$ cat config.mk
export PLATFORM = sky130hd
export DESIGN_NAME = radar_sweep_alarm_controller
export DESIGN_NICKNAME = d
export VERILOG_FILES = /design/src/rtl/rsac_pkg.sv /design/src/rtl/rsac_cfg.sv /design/src/rtl/rsac_in_stage.sv /design/src/rtl/rsac_core.sv /design/src/rtl/rsac_out_stage.sv /design/src/rtl/radar_sweep_alarm_controller.sv
export SDC_FILE = /design/constraint.sdc
export NUM_CORES = 1
export LEC_CHECK = 0
export BUFFER_PORTS_ARGS = -buffer_cell sky130_fd_sc_hd__buf_2
export CAP_MARGIN = 25
export CORE_MARGIN = 4
export CORE_UTILIZATION = 45
export CTS_CLUSTER_DIAMETER = 50
export DETAILED_ROUTE_END_ITERATION = 8
export GPL_ROUTABILITY_DRIVEN = 0
export GPL_TIMING_DRIVEN = 1
export HOLD_SLACK_MARGIN = 0.02
export PLACE_DENSITY_LB_ADDON = 0.2
export SLEW_MARGIN = 5
export SYNTH_ARGS = -nofsm -noshare
export SYNTH_HDL_FRONTEND = slang
export SYNTH_SLANG_ARGS = --single-unit
$ cat constraint.sdc
create_clock -name clk -period 8.14 [get_ports clk]
set_clock_uncertainty 0.2 [all_clocks]
set_input_delay 1.628 -clock clk [delete_from_list [all_inputs] [get_ports clk]]
set_output_delay 1.628 -clock clk [all_outputs]
set_load 0.005 [all_outputs]
$ cat src/rtl/rsac_pkg.sv
// Package for the radar sweep alarm controller.
// Holds item and result types, config struct, field widths and codes.
// No dependencies.
`default_nettype none

package rsac_pkg;

  localparam int SectorsDef = 16;

  localparam int NowW    = 32;
  localparam int DistW   = 14;
  localparam int AngleW  = 8;
  localparam int KindW   = 2;
  localparam int ScanW   = 16;
  localparam int RotW    = 10;
  localparam int CfgIdxW = 2;
  localparam int CfgDataW = 16;

  localparam int ArcDeg = 180;

  // Reset values of the configuration registers
  localparam int ScanTimeRst = 4000;
  localparam int RotTimeRst  = 20;
  localparam int NearRst     = 200;
  localparam int FarRst      = 400;

  // Configuration register indexes
  localparam logic [CfgIdxW-1:0] CFG_SCAN_TIME = 2'd0;
  localparam logic [CfgIdxW-1:0] CFG_ROT_TIME  = 2'd1;
  localparam logic [CfgIdxW-1:0] CFG_NEAR      = 2'd2;
  localparam logic [CfgIdxW-1:0] CFG_FAR       = 2'd3;

  // Item kinds
  localparam logic [KindW-1:0] KIND_TICK       = 2'd0;
  localparam logic [KindW-1:0] KIND_ACTIVATE   = 2'd1;
  localparam logic [KindW-1:0] KIND_DEACTIVATE = 2'd2;

  // Blink control codes
  localparam logic [1:0] BLINK_NONE  = 2'd0;
  localparam logic [1:0] BLINK_START = 2'd1;
  localparam logic [1:0] BLINK_STOP  = 2'd2;

  // Severe alarm report codes
  localparam logic [1:0] ALARM_NONE  = 2'd0;
  localparam logic [1:0] ALARM_RAISE = 2'd1;
  localparam logic [1:0] ALARM_CLEAR = 2'd2;

  typedef struct packed {
    logic [KindW-1:0] kind;
    logic [NowW-1:0]  now_ms;
    logic             sample_valid;
    logic [DistW-1:0] sample_mm;
  } item_t;

  typedef struct packed {
    logic [AngleW-1:0] servo_angle;
    logic              move_cmd;
    logic              enter_auto;
    logic              new_scan;
    logic              new_position;
    logic              obj_reported;
    logic [DistW-1:0]  obj_distance_mm;
    logic              flash_trigger;
    logic [1:0]        blink_control;
    logic [1:0]        alarm_report;
  } result_t;

  typedef struct packed {
    logic [ScanW-1:0] dwell_ms;
    logic [RotW-1:0]  rotate_ms;
    logic [DistW-1:0] near_mm;
    logic [DistW-1:0] far_mm;
  } cfg_t;

endpackage

`default_nettype wire

$ cat src/rtl/rsac_cfg.sv
// Configuration registers of the radar sweep alarm controller.
// Dwell per sector is derived on write by a reciprocal multiply. Uses rsac_pkg.
`default_nettype none

module rsac_cfg #(
  parameter int SECTORS = rsac_pkg::SectorsDef
) (
  input  wire                           clk,
  input  wire                           rst_n,
  input  wire                           wr_en,
  input  wire [rsac_pkg::CfgIdxW-1:0]   wr_idx,
  input  wire [rsac_pkg::CfgDataW-1:0]  wr_data,
  output rsac_pkg::cfg_t                cfg
);

  // floor(x / SECTORS) == (x * DivMul) >> DivShift for every 16-bit x
  localparam int DivShift = rsac_pkg::ScanW + $clog2(SECTORS);
  localparam int MulW     = rsac_pkg::ScanW + 1;
  localparam int ProdW    = rsac_pkg::ScanW + MulW;
  localparam logic [MulW-1:0] DivMul =
    MulW'(((64'd1 << DivShift) + 64'(SECTORS) - 64'd1) / 64'(SECTORS));
  localparam logic [rsac_pkg::ScanW-1:0] DwellRst =
    rsac_pkg::ScanW'(rsac_pkg::ScanTimeRst / SECTORS);

  logic [rsac_pkg::ScanW-1:0] dwell_r;
  logic [rsac_pkg::RotW-1:0]  rot_r;
  logic [rsac_pkg::DistW-1:0] near_r;
  logic [rsac_pkg::DistW-1:0] far_r;
  logic [ProdW-1:0]           prod;
  logic [ProdW-1:0]           prod_sh;

  assign prod    = ProdW'(wr_data[rsac_pkg::ScanW-1:0]) * ProdW'(DivMul);
  assign prod_sh = prod >> DivShift;

  always_ff @(posedge clk) begin
    if (!rst_n) begin
      dwell_r <= DwellRst;
      rot_r   <= rsac_pkg::RotW'(rsac_pkg::RotTimeRst);
      near_r  <= rsac_pkg::DistW'(rsac_pkg::NearRst);
      far_r   <= rsac_pkg::DistW'(rsac_pkg::FarRst);
    end else if (wr_en) begin
      case (wr_idx)
        rsac_pkg::CFG_SCAN_TIME: dwell_r <= prod_sh[rsac_pkg::ScanW-1:0];
        rsac_pkg::CFG_ROT_TIME:  rot_r   <= wr_data[rsac_pkg::RotW-1:0];
        rsac_pkg::CFG_NEAR:      near_r  <= wr_data[rsac_pkg::DistW-1:0];
        rsac_pkg::CFG_FAR:       far_r   <= wr_data[rsac_pkg::DistW-1:0];
        default: ;
      endcase
    end
  end

  assign cfg.dwell_ms  = dwell_r;
  assign cfg.rotate_ms = rot_r;
  assign cfg.near_mm   = near_r;
  assign cfg.far_mm    = far_r;

endmodule

`default_nettype wire

$ cat src/rtl/rsac_in_stage.sv
// Input register of the radar sweep alarm controller.
// Holds one accepted item until the core commits it. Uses rsac_pkg.
`default_nettype none

module rsac_in_stage (
  input  wire                  clk,
  input  wire                  rst_n,
  input  wire                  in_valid,
  output logic                 in_stall,
  input  wire rsac_pkg::item_t in_item,
  input  wire                  advance,
  output logic                 item_vld,
  output rsac_pkg::item_t      item
);

  logic            vld_r;
  logic            vld_nxt;
  logic            accept;
  rsac_pkg::item_t item_r;

  assign in_stall = vld_r && !advance;
  assign accept   = in_valid && !in_stall;
  assign vld_nxt  = accept || (vld_r && !advance);

  always_ff @(posedge clk) begin
    if (!rst_n) begin
      vld_r <= 1'b0;
    end else begin
      vld_r <= vld_nxt;
    end
  end

  always_ff @(posedge clk) begin
    if (accept) begin
      item_r <= in_item;
    end
  end

  assign item_vld = vld_r;
  assign item     = item_r;

endmodule

`default_nettype wire

$ cat src/rtl/rsac_core.sv
// Sweep state machine of the radar sweep alarm controller.
// Computes one result per item and commits state when the item moves on.
// Uses rsac_pkg.
`default_nettype none

module rsac_core #(
  parameter int SECTORS = rsac_pkg::SectorsDef
) (
  input  wire                  clk,
  input  wire                  rst_n,
  input  wire                  commit,
  input  wire rsac_pkg::item_t item,
  input  wire rsac_pkg::cfg_t  cfg,
  output rsac_pkg::result_t    res
);

  localparam int CntW = $clog2(SECTORS + 2);
  localparam logic [rsac_pkg::AngleW-1:0] StepDeg =
    rsac_pkg::AngleW'(rsac_pkg::ArcDeg / SECTORS);
  localparam logic [rsac_pkg::AngleW-1:0] FirstDeg =
    rsac_pkg::AngleW'((rsac_pkg::ArcDeg / SECTORS) / 2);
  localparam logic [CntW-1:0] LastSector = CntW'(SECTORS);

  localparam logic [2:0] PH_INIT   = 3'd0;
  localparam logic [2:0] PH_START  = 3'd1;
  localparam logic [2:0] PH_MOVE   = 3'd2;
  localparam logic [2:0] PH_SETTLE = 3'd3;
  localparam logic [2:0] PH_DETECT = 3'd4;
  localparam logic [2:0] PH_TRACK  = 3'd5;

  logic [2:0]                  phase_r, phase_nxt;
  logic                        running_r, running_nxt;
  logic [CntW-1:0]             cnt_r, cnt_nxt;
  logic [rsac_pkg::AngleW-1:0] angle_r, angle_nxt;
  logic                        ats_r, ats_nxt;
  logic                        ong_r, ong_nxt;
  logic [rsac_pkg::NowW-1:0]   move_t_r, move_t_nxt;
  logic [rsac_pkg::NowW-1:0]   dwell_t_r, dwell_t_nxt;

  logic [rsac_pkg::NowW-1:0]   move_el;
  logic [rsac_pkg::NowW-1:0]   dwell_el;
  logic [CntW-1:0]             cnt_inc;
  logic                        severe;

  assign move_el  = item.now_ms - move_t_r;
  assign dwell_el = item.now_ms - dwell_t_r;
  assign cnt_inc  = cnt_r + CntW'(1);

  always_comb begin
    phase_nxt   = phase_r;
    running_nxt = running_r;
    cnt_nxt     = cnt_r;
    angle_nxt   = angle_r;
    ats_nxt     = ats_r;
    ong_nxt     = ong_r;
    move_t_nxt  = move_t_r;
    dwell_t_nxt = dwell_t_r;
    severe      = 1'b0;
    res         = '0;

    case (item.kind)
      rsac_pkg::KIND_TICK: begin
        if (running_r) begin
          case (phase_r)
            PH_INIT: begin
              res.enter_auto = 1'b1;
              ong_nxt        = 1'b0;
              phase_nxt      = PH_START;
            end
            PH_START: begin
              cnt_nxt      = CntW'(1);
              ats_nxt      = 1'b0;
              res.new_scan = 1'b1;
              angle_nxt    = FirstDeg;
              res.move_cmd = 1'b1;
              move_t_nxt   = item.now_ms;
              phase_nxt    = PH_MOVE;
            end
            PH_SETTLE: begin
              cnt_nxt = cnt_inc;
              if (cnt_inc <= LastSector) begin
                move_t_nxt   = item.now_ms;
                angle_nxt    = angle_r + StepDeg;
                res.move_cmd = 1'b1;
                phase_nxt    = PH_MOVE;
              end else begin
                // end of sweep: keep the blink only if this sweep started it
                if (ats_r) begin
                  ong_nxt = 1'b1;
                end else begin
                  if (ong_r) begin
                    res.blink_control = rsac_pkg::BLINK_STOP;
                  end
                  ong_nxt = 1'b0;
                end
                phase_nxt = PH_START;
              end
            end
            PH_MOVE: begin
              if (move_el > rsac_pkg::NowW'(cfg.rotate_ms)) begin
                res.new_position = 1'b1;
                dwell_t_nxt      = item.now_ms;
                phase_nxt        = PH_DETECT;
              end
            end
            PH_DETECT: begin
              if (item.sample_valid) begin
                res.obj_reported    = 1'b1;
                res.obj_distance_mm = item.sample_mm;
                res.flash_trigger   = 1'b1;
                if (item.sample_mm <= cfg.far_mm) begin
                  if (item.sample_mm >= cfg.near_mm) begin
                    if (!ats_r && !ong_r) begin
                      res.blink_control = rsac_pkg::BLINK_START;
                      ats_nxt           = 1'b1;
                    end
                  end else begin
                    res.alarm_report = rsac_pkg::ALARM_RAISE;
                    phase_nxt        = PH_TRACK;
                    severe           = 1'b1;
                  end
                end
              end
              // skip the dwell timer on a severe hit
              if (!severe && (dwell_el > rsac_pkg::NowW'(cfg.dwell_ms))) begin
                phase_nxt = PH_SETTLE;
              end
            end
            PH_TRACK: begin
              if (item.sample_valid) begin
                res.obj_reported    = 1'b1;
                res.obj_distance_mm = item.sample_mm;
                if (item.sample_mm >= cfg.near_mm) begin
                  res.alarm_report = rsac_pkg::ALARM_CLEAR;
                  phase_nxt        = PH_SETTLE;
                end
              end else begin
                res.alarm_report = rsac_pkg::ALARM_CLEAR;
                phase_nxt        = PH_SETTLE;
              end
            end
            default: begin
              phase_nxt = PH_INIT;
            end
          endcase
        end
      end
      rsac_pkg::KIND_ACTIVATE: begin
        running_nxt = 1'b1;
        phase_nxt   = PH_INIT;
      end
      rsac_pkg::KIND_DEACTIVATE: begin
        running_nxt       = 1'b0;
        res.blink_control = rsac_pkg::BLINK_STOP;
      end
      default: ;
    endcase

    res.servo_angle = angle_nxt;
  end

  always_ff @(posedge clk) begin
    if (!rst_n) begin
      phase_r   <= PH_INIT;
      running_r <= 1'b0;
      cnt_r     <= '0;
      angle_r   <= '0;
      ats_r     <= 1'b0;
      ong_r     <= 1'b0;
      move_t_r  <= '0;
      dwell_t_r <= '0;
    end else if (commit) begin
      phase_r   <= phase_nxt;
      running_r <= running_nxt;
      cnt_r     <= cnt_nxt;
      angle_r   <= angle_nxt;
      ats_r     <= ats_nxt;
      ong_r     <= ong_nxt;
      move_t_r  <= move_t_nxt;
      dwell_t_r <= dwell_t_nxt;
    end
  end

endmodule

`default_nettype wire

$ cat src/rtl/rsac_out_stage.sv
// Result register of the radar sweep alarm controller.
// Holds one result until the receiver takes it. Uses rsac_pkg.
`default_nettype none

module rsac_out_stage (
  input  wire                    clk,
  input  wire                    rst_n,
  input  wire                    res_vld,
  input  wire rsac_pkg::result_t res,
  output logic                   advance,
  output logic                   out_valid,
  input  wire                    out_stall,
  output rsac_pkg::result_t      out_res
);

  logic              vld_r;
  logic              vld_nxt;
  rsac_pkg::result_t res_r;

  // take a new result when the register is empty or being drained
  assign advance = res_vld && (!vld_r || !out_stall);
  assign vld_nxt = advance || (vld_r && out_stall);

  always_ff @(posedge clk) begin
    if (!rst_n) begin
      vld_r <= 1'b0;
    end else begin
      vld_r <= vld_nxt;
    end
  end

  always_ff @(posedge clk) begin
    if (advance) begin
      res_r <= res;
    end
  end

  assign out_valid = vld_r;
  assign out_res   = res_r;

endmodule

`default_nettype wire

$ cat src/rtl/radar_sweep_alarm_controller.sv
// Top level of the radar sweep alarm controller.
// Ties config registers, input register, sweep core and result register.
// Uses rsac_pkg, rsac_cfg, rsac_in_stage, rsac_core, rsac_out_stage.
//
//   channel  direction  handshake             payload
//   in_      input      in_valid / in_stall   kind, now_ms, sample_valid, sample_mm
//   out_     output     out_valid / out_stall servo_angle ... alarm_report
//   cfg_     input      cfg_valid / cfg_ready cfg_index, cfg_data
//
// One item per cycle sustained while out_stall is low; a result reaches the
// outputs through the input register and then the result register, and the
// core logic sits between them.
// Reset clears both valid flags and the sweep state and loads the register
// defaults; cfg_ready is always high.
// A stalled result holds; in_stall rises only when both registers are full
// and the result is stalled.
`default_nettype none

module radar_sweep_alarm_controller #(
  parameter int SECTORS = rsac_pkg::SectorsDef
) (
  input  wire                          clk,
  input  wire                          rst_n,
  input  wire                          in_valid,
  output logic                         in_stall,
  input  wire [rsac_pkg::KindW-1:0]    in_kind,
  input  wire [rsac_pkg::NowW-1:0]     in_now_ms,
  input  wire                          in_sample_valid,
  input  wire [rsac_pkg::DistW-1:0]    in_sample_mm,
  output logic                         out_valid,
  input  wire                          out_stall,
  output logic [rsac_pkg::AngleW-1:0]  out_servo_angle,
  output logic                         out_move_cmd,
  output logic                         out_enter_auto,
  output logic                         out_new_scan,
  output logic                         out_new_position,
  output logic                         out_obj_reported,
  output logic [rsac_pkg::DistW-1:0]   out_obj_distance_mm,
  output logic                         out_flash_trigger,
  output logic [1:0]                   out_blink_control,
  output logic [1:0]                   out_alarm_report,
  input  wire                          cfg_valid,
  output logic                         cfg_ready,
  input  wire [rsac_pkg::CfgIdxW-1:0]  cfg_index,
  input  wire [rsac_pkg::CfgDataW-1:0] cfg_data
);

  rsac_pkg::item_t   in_item;
  rsac_pkg::item_t   item;
  rsac_pkg::cfg_t    cfg;
  rsac_pkg::result_t res;
  rsac_pkg::result_t out_res;
  logic              item_vld;
  logic              advance;

  assign cfg_ready = 1'b1;

  assign in_item.kind         = in_kind;
  assign in_item.now_ms       = in_now_ms;
  assign in_item.sample_valid = in_sample_valid;
  assign in_item.sample_mm    = in_sample_mm;

  rsac_cfg #(.SECTORS(SECTORS)) u_cfg (
    .clk     (clk),
    .rst_n   (rst_n),
    .wr_en   (cfg_valid && cfg_ready),
    .wr_idx  (cfg_index),
    .wr_data (cfg_data),
    .cfg     (cfg)
  );

  rsac_in_stage u_in (
    .clk      (clk),
    .rst_n    (rst_n),
    .in_valid (in_valid),
    .in_stall (in_stall),
    .in_item  (in_item),
    .advance  (advance),
    .item_vld (item_vld),
    .item     (item)
  );

  rsac_core #(.SECTORS(SECTORS)) u_core (
    .clk    (clk),
    .rst_n  (rst_n),
    .commit (advance),
    .item   (item),
    .cfg    (cfg),
    .res    (res)
  );

  rsac_out_stage u_out (
    .clk       (clk),
    .rst_n     (rst_n),
    .res_vld   (item_vld),
    .res       (res),
    .advance   (advance),
    .out_valid (out_valid),
    .out_stall (out_stall),
    .out_res   (out_res)
  );

  assign out_servo_angle     = out_res.servo_angle;
  assign out_move_cmd        = out_res.move_cmd;
  assign out_enter_auto      = out_res.enter_auto;
  assign out_new_scan        = out_res.new_scan;
  assign out_new_position    = out_res.new_position;
  assign out_obj_reported    = out_res.obj_reported;
  assign out_obj_distance_mm = out_res.obj_distance_mm;
  assign out_flash_trigger   = out_res.flash_trigger;
  assign out_blink_control   = out_res.blink_control;
  assign out_alarm_report    = out_res.alarm_report;

  // Entering auto mode reports no move, new position, object or new scan
  a_auto_alone: assert property (@(posedge clk) disable iff (!rst_n)
    out_valid && out_enter_auto |->
      !out_move_cmd && !out_new_position && !out_obj_reported && !out_new_scan)
    else $error("enter_auto combined with other events");

  // Distance is zero unless an object is reported
  a_dist_zero: assert property (@(posedge clk) disable iff (!rst_n)
    out_valid && !out_obj_reported |-> out_obj_distance_mm == '0)
    else $error("distance without object report");

  // A severe alarm is raised only on a flashed object report
  a_raise_obj: assert property (@(posedge clk) disable iff (!rst_n)
    out_valid && (out_alarm_report == rsac_pkg::ALARM_RAISE) |->
      out_obj_reported && out_flash_trigger)
    else $error("severe alarm raised without object");

  // The core never commits without a pending item
  a_commit_item: assert property (@(posedge clk) disable iff (!rst_n)
    advance |-> item_vld)
    else $error("commit without item");

endmodule

`default_nettype wire

# Word-level counts from Yosys, hierarchy flattened
# Index checks and enable logic that the tools add are counted.
# classes
div_mod_pow	0
bitwise	0
reduce_logical	38
addsub	4
eq_ne	22
order_cmp	5
n_shift	0
n_mux	54
mul	0
# ops
operator	n
32-bit case mux with 2 select lines	1
32-bit subtractor	2
32-bit by 10-bit greater-than comparator with 1-bit output	1
32-bit by 12-bit greater-than comparator with 1-bit output	1
32-bit 2-to-1 mux	1
15-bit case mux with 2 select lines	1
3-bit 2-to-1 mux	8
8-bit 2-to-1 mux	3
20-bit 2-to-1 mux	1
1-bit 2-to-1 mux	19
3-bit case mux with 6 select lines	1
8-bit case mux with 2 select lines	1
8-bit AND reduction	2
15-bit 2-to-1 mux	1
5-bit AND reduction	3
14-bit greater-or-equal comparator	1
14-bit less-or-equal comparator	1
2-bit 2-to-1 mux	6
2-bit case mux with 2 select lines	3
2-bit AND reduction	6
2-bit by 1-bit != test with 1-bit output, second input constant	5
5-bit case mux with 2 select lines	1
2-bit nonzero test	5
8-bit by 4-bit adder with 8-bit output, second input constant	1
22 further kinds	48
# totals
ram_bits	0
out_inout_bits	35
n_memories	0
elab_cells	151
mem_bits_ro	0
inputBits	72
regBits	216
latchBits	0

# Longest topological paths before layout
# logic_depth
ltp_word	13
ltp_mapped	23
ltp_nobuf	22

# Modules after synthesis
# Synthesis repeated with hierarchy kept, for this count alone.
# unflattened
hier_cells	1562
area_unflattened_um2	13743.2
# modules_own_cells
mod	seq_area_each_um2	cells_per_inst	area_each_um2	n_inst
rsac_core	1661.6	1272	9220.1	1
rsac_cfg	1001.0	199	1993.2	1
rsac_in_stage	1491.4	53	1519.0	1
rsac_out_stage	980.9	36	999.7	1
radar_sweep_alarm_controller	0.0	2	11.3	1

# Least setup slack after synthesis
# No wires, ideal clock.
# synth_timing
kind	flip-flop to flip-flop
startpoint	reg u_in.item_r (netlist bit u_in.item[16])
endpoint	reg u_core.dwell_t_r[10] (netlist bit)
period_less_slack_ps	4670
setup_ps	120
slack_ps	3470
t_required_ps	7820
path_buffers	1
stages_incl_launch_ff	22
t_arrival_ps	4351
cell_sequence	edfxtp_1 ha_1 nor2b_1 o2111a_1 nor2_1 o21ai_0 a21o_1 a21oi_1 xnor2_1 ha_1 a211oi_1 o21ai_0 o221a_2 o31ai_1 o2111ai_1 or4_1 nor4_1 and4_1 a21o_2 nor2_4 buf_6 mux2i_1
# synth_between
elab_chain_cells	3
# synth_lines
item	line	text
start: declaration	rsac_in_stage.sv:19	rsac_pkg::item_t item_r;
start signal: assignment	rsac_in_stage.sv:35	item_r <= in_item;
32-bit subtractor	rsac_core.sv:45	assign move_el = item.now_ms - move_t_r;
32-bit by 10-bit greater-than comparator with 1-bit output	rsac_core.sv:100	if (move_el > rsac_pkg::NowW'(cfg.rotate_ms)) begin
5-bit AND reduction (no line)	-	
end signal: assignment	rsac_core.sv:180	dwell_t_r <= dwell_t_nxt;
end: declaration	rsac_core.sv:38	logic [rsac_pkg::NowW-1:0] dwell_t_r, dwell_t_nxt;
# No other way between the ends.
# A chain may end at the register's enable or synchronous reset.

# Worst setup path after layout
# layout_timing
startpoint	reg u_in.item_r (netlist bit u_in.item[16])
endpoint	reg u_core.dwell_t_r[15] (netlist bit)
# Same word-level chain as after synthesis.

==> results.json <==
{
  "synthArstFlopShare_pct": 0,
  "cts.clk_slew.worst_paths_ps": 60,
  "drv_slew": 0,
  "die_x_um": 181,
  "synthTopCellsByCount": "nand2_1 (311), a21oi_1 (165), inv_1 (137)",
  "final-hold-violation-count": 0,
  "cts-resized-gates": 0,
  "fin_tns_setup_ps": 0,
  "post_cts_buffers": 0,
  "grt_pass1_wl_um": 55400,
  "syn-num-nets": 1807,
  "fin_util_pct": 51.3,
  "synth_top_area_share_pct": 20.0,
  "avgSynthCellArea_um2": 8.35,
  "grt_pass1_vias": 10800,
  "root_buffer": "clkbuf_16",
  "synthesis.area_um2": 13500,
  "ctsHtreeMaxLevel": 1,
  "vdd_drop_max_mv": 0.154,
  "p_leak_uw": 0.00576,
  "r2r_cells": 21,
  "synthTopCellsByArea": "dfxtp_1 (20%), edfxtp_1 (18%), ha_1 (11%)",
  "finalCriticalPeriod_ps": 5470,
  "worstSetupEndpointType": "register",
  "drive_gt1_share_pct": 10.8,
  "syn_to_final_growth_pct": 12.7,
  "hold_depth": 2,
  "synth_cells": 1616,
  "numCtsBuffers": 28,
  "powerDensity_nw_per_um2": 180,
  "nFillCells": 2922,
  "status": "completed",
  "tightest_slew_ps": 994,
  "die_y_um": 181,
  "slew-limit-headroom_pct": 33.4,
  "initial_utilization_pct": 45.5,
  "vias_per_cell": 5.48,
  "io-pin-count": 107,
  "rows": 63,
  "die-area_um2": 32800,
  "hold_start": "u_core.move_t_r[10]",
  "critical_path.startpoint_type": "register",
  "drc": 0,
  "synth.distinct_cells": 77,
  "clock_sinks": 216,
  "postCtsHoldBufs": 0,
  "seq_area_frac_synth_pct": 38.1,
  "grt_usage_pct": 20.0,
  "max_freq_mhz": 183,
  "clock_latency_ps": 540,
  "setup.worst_path.class": "reg -> reg",
  "grt_max_degree": 84,
  "cts_tree": "yes",
  "grt-ovfl-total": 0,
  "clk_path_buf_depth": 3,
  "drv_cap": 0,
  "rr_startpoint": "u_in.item[16]",
  "min_to": "u_core.move_t_r[10]",
  "avgRoutedWirePerCell_um": 16.1,
  "synth_most_common_cell": "nand2_1",
  "r2r_slack_ps": 2670,
  "antenna_found_initial": 0,
  "finalCritPeriodShare_pct": 67.2,
  "setup_viol": 0,
  "vias": 11500,
  "reg2reg_to": "u_core.dwell_t_r[15]",
  "diodes": 0,
  "hp-class": "reg -> reg",
  "coreArea_um2": 29600,
  "routed_wl_um": 33700,
  "synth_edf_count": 81,
  "synth_area_leader_cell": "dfxtp_1",
  "path_max_fanout": 32,
  "dp.final_hpwl_um": 25200,
  "drtPass1Iterations": 6,
  "rsz0062_at_grt": "false",
  "synth_warnings": 0,
  "portBuffers": 105,
  "postRouteAntennaNets": 0,
  "synth-seq-cells": 216,
  "cp.arrival_ps": 5650,
  "required_ps": 8320,
  "drt_iter0_markers": 823,
  "synth_ff_type": "dfxtp_1",
  "nNetsFinal": 1878
}
where the power goes:
| group | total [uW] | leakage, uW | internal (uW) | switching [uW] |
|---|---|---|---|---|
| combinational | 365 | 0.00342 | 143 | 222 |
| sequential | 1180 | 0.00188 | 1150 | 24.8 |
| clock | 1190 | 0.000459 | 740 | 454 |
| total | 2740 | 0.00576 | 2040 | 701 |
logic make-up (layout without fill, tap and decap cells):
logic type,after synthesis,after routing,synth area share [%]
AND/OR/NAND/NOR,566,566,19.0
AO/OA/AOI/OAI,421,421,19.9
flip-flops,216,216,38.1
buffers and inverters,210,303,6.07
adder cells (fa/ha/maj),119,119,11.1
multiplexers,42,42,3.12
XOR/XNOR,41,41,2.66
other,1,1,0.0278
critical path: stages (launching register included):
cell       delay, ps
edfxtp_1         500
ha_1             330
nor2b_1          140
o2111a_1         260
nor2_1           150
o21ai_0          160
a21o_1           210
a21oi_1          170
xnor2_1          140
ha_1             280
a211oi_1         230
o21ai_0          150
o221a_2          310
o31ai_1          110
o2111ai_1        150
or4_1            510
nor4_1           280
and4_1           300
a21o_2           180
nor2_4            40
buf_4            290
mux2i_1          190
per-stage QoR:
step / cells / hold slack, ps / worst slack, ps / cell area [um^2] / power, uW
2_1_floorplan: 1616 / 235 / 3470 / 13500 / 1450
3_3_place_gp: 2046 / 242 / 2780 / 14300 / 1560
3_5_place_dp: 2046 / 247 / 2690 / 14300 / 1560
4_1_cts: 2098 / 255 / 2670 / 15200 / 2770
5_1_grt: 2099 / 270 / 2270 / 15200 / 2870
6_report: 2099 / 252 / 2670 / 15200 / 2740
how the worst max path moves through the flow:
| stage | slack [ps] | start | endpoint |
|---|---|---|---|
| 2_1_floorplan | 3470 | u_in.item[16] | u_core.dwell_t_r[10] |
| 3_3_place_gp | 2780 | u_in.item[16] | u_core.dwell_t_r[2] |
| 3_5_place_dp | 2690 | u_in.item[16] | u_core.dwell_t_r[3] |
| 4_1_cts | 2670 | u_in.item[16] | u_core.dwell_t_r[3] |
| 5_1_grt | 2270 | u_in.item[16] | u_core.dwell_t_r[15] |
| 6_report | 2670 | u_in.item[16] | u_core.dwell_t_r[15] |
placed cells by master, fill, tap and decap left out, types with 14 or more instances in the layout:
cell type	count
o21a_1	23
nor2_1	77
nor2b_1	14
and3_1	15
a21o_1	20
clkbuf_16	30
mux2i_1	42
dfxtp_1	135
a211oi_1	21
xnor2_1	21
o21ai_0	54
and2_1	21
xor2_1	20
ha_1	117
buf_2	105
o211ai_1	26
nand2_1	311
edfxtp_1	81
nor3_1	22
nand3_1	22
inv_1	136
a21oi_1	165
nand4_1	29
final cells by class:
| type | count | area (um^2) | share of cell area, % |
|---|---|---|---|
| inverters | 138 | 518 | 3.41 |
| clock inverters | 11 | 87.6 | 0.576 |
| clock buffers | 41 | 835 | 5.49 |
| repair buffers | 113 | 586 | 3.85 |
| flip-flops and latches | 216 | 5130 | 33.8 |
| multi-input cells | 1190 | 7560 | 49.7 |
| well taps | 390 | 488 | 3.21 |
flip-flops by register name, indices dropped and copies added (netlist names):
signal / count
u_in.item: 49
u_core.ats_r: 1
u_out.out_res: 32
u_core.move_t_r: 32
u_core.running_r: 1
u_in.item_vld: 1
u_out.out_valid: 1
u_cfg.rot_r: 10
u_core.ong_r: 1
u_core.cnt_r: 5
u_core.phase_r: 3
u_core.dwell_t_r: 32
u_cfg.dwell_r: 12
u_core.angle_r: 8
u_cfg.near_r: 14
u_cfg.far_r: 14
layer usage:
| metal | global-route usage, % | up-vias | wire, um |
|---|---|---|---|
| li1 | - | 5853 | - |
| met1 | 28.2 | 5321 | 16100 |
| met2 | 32.6 | 274 | 15300 |
| met3 | 2.92 | 49 | 1640 |
| met4 | 4.38 | 0 | 667 |
| met5 | 0 | - | 0 |
No activity file was read; power rests on OpenSTA's default activity.
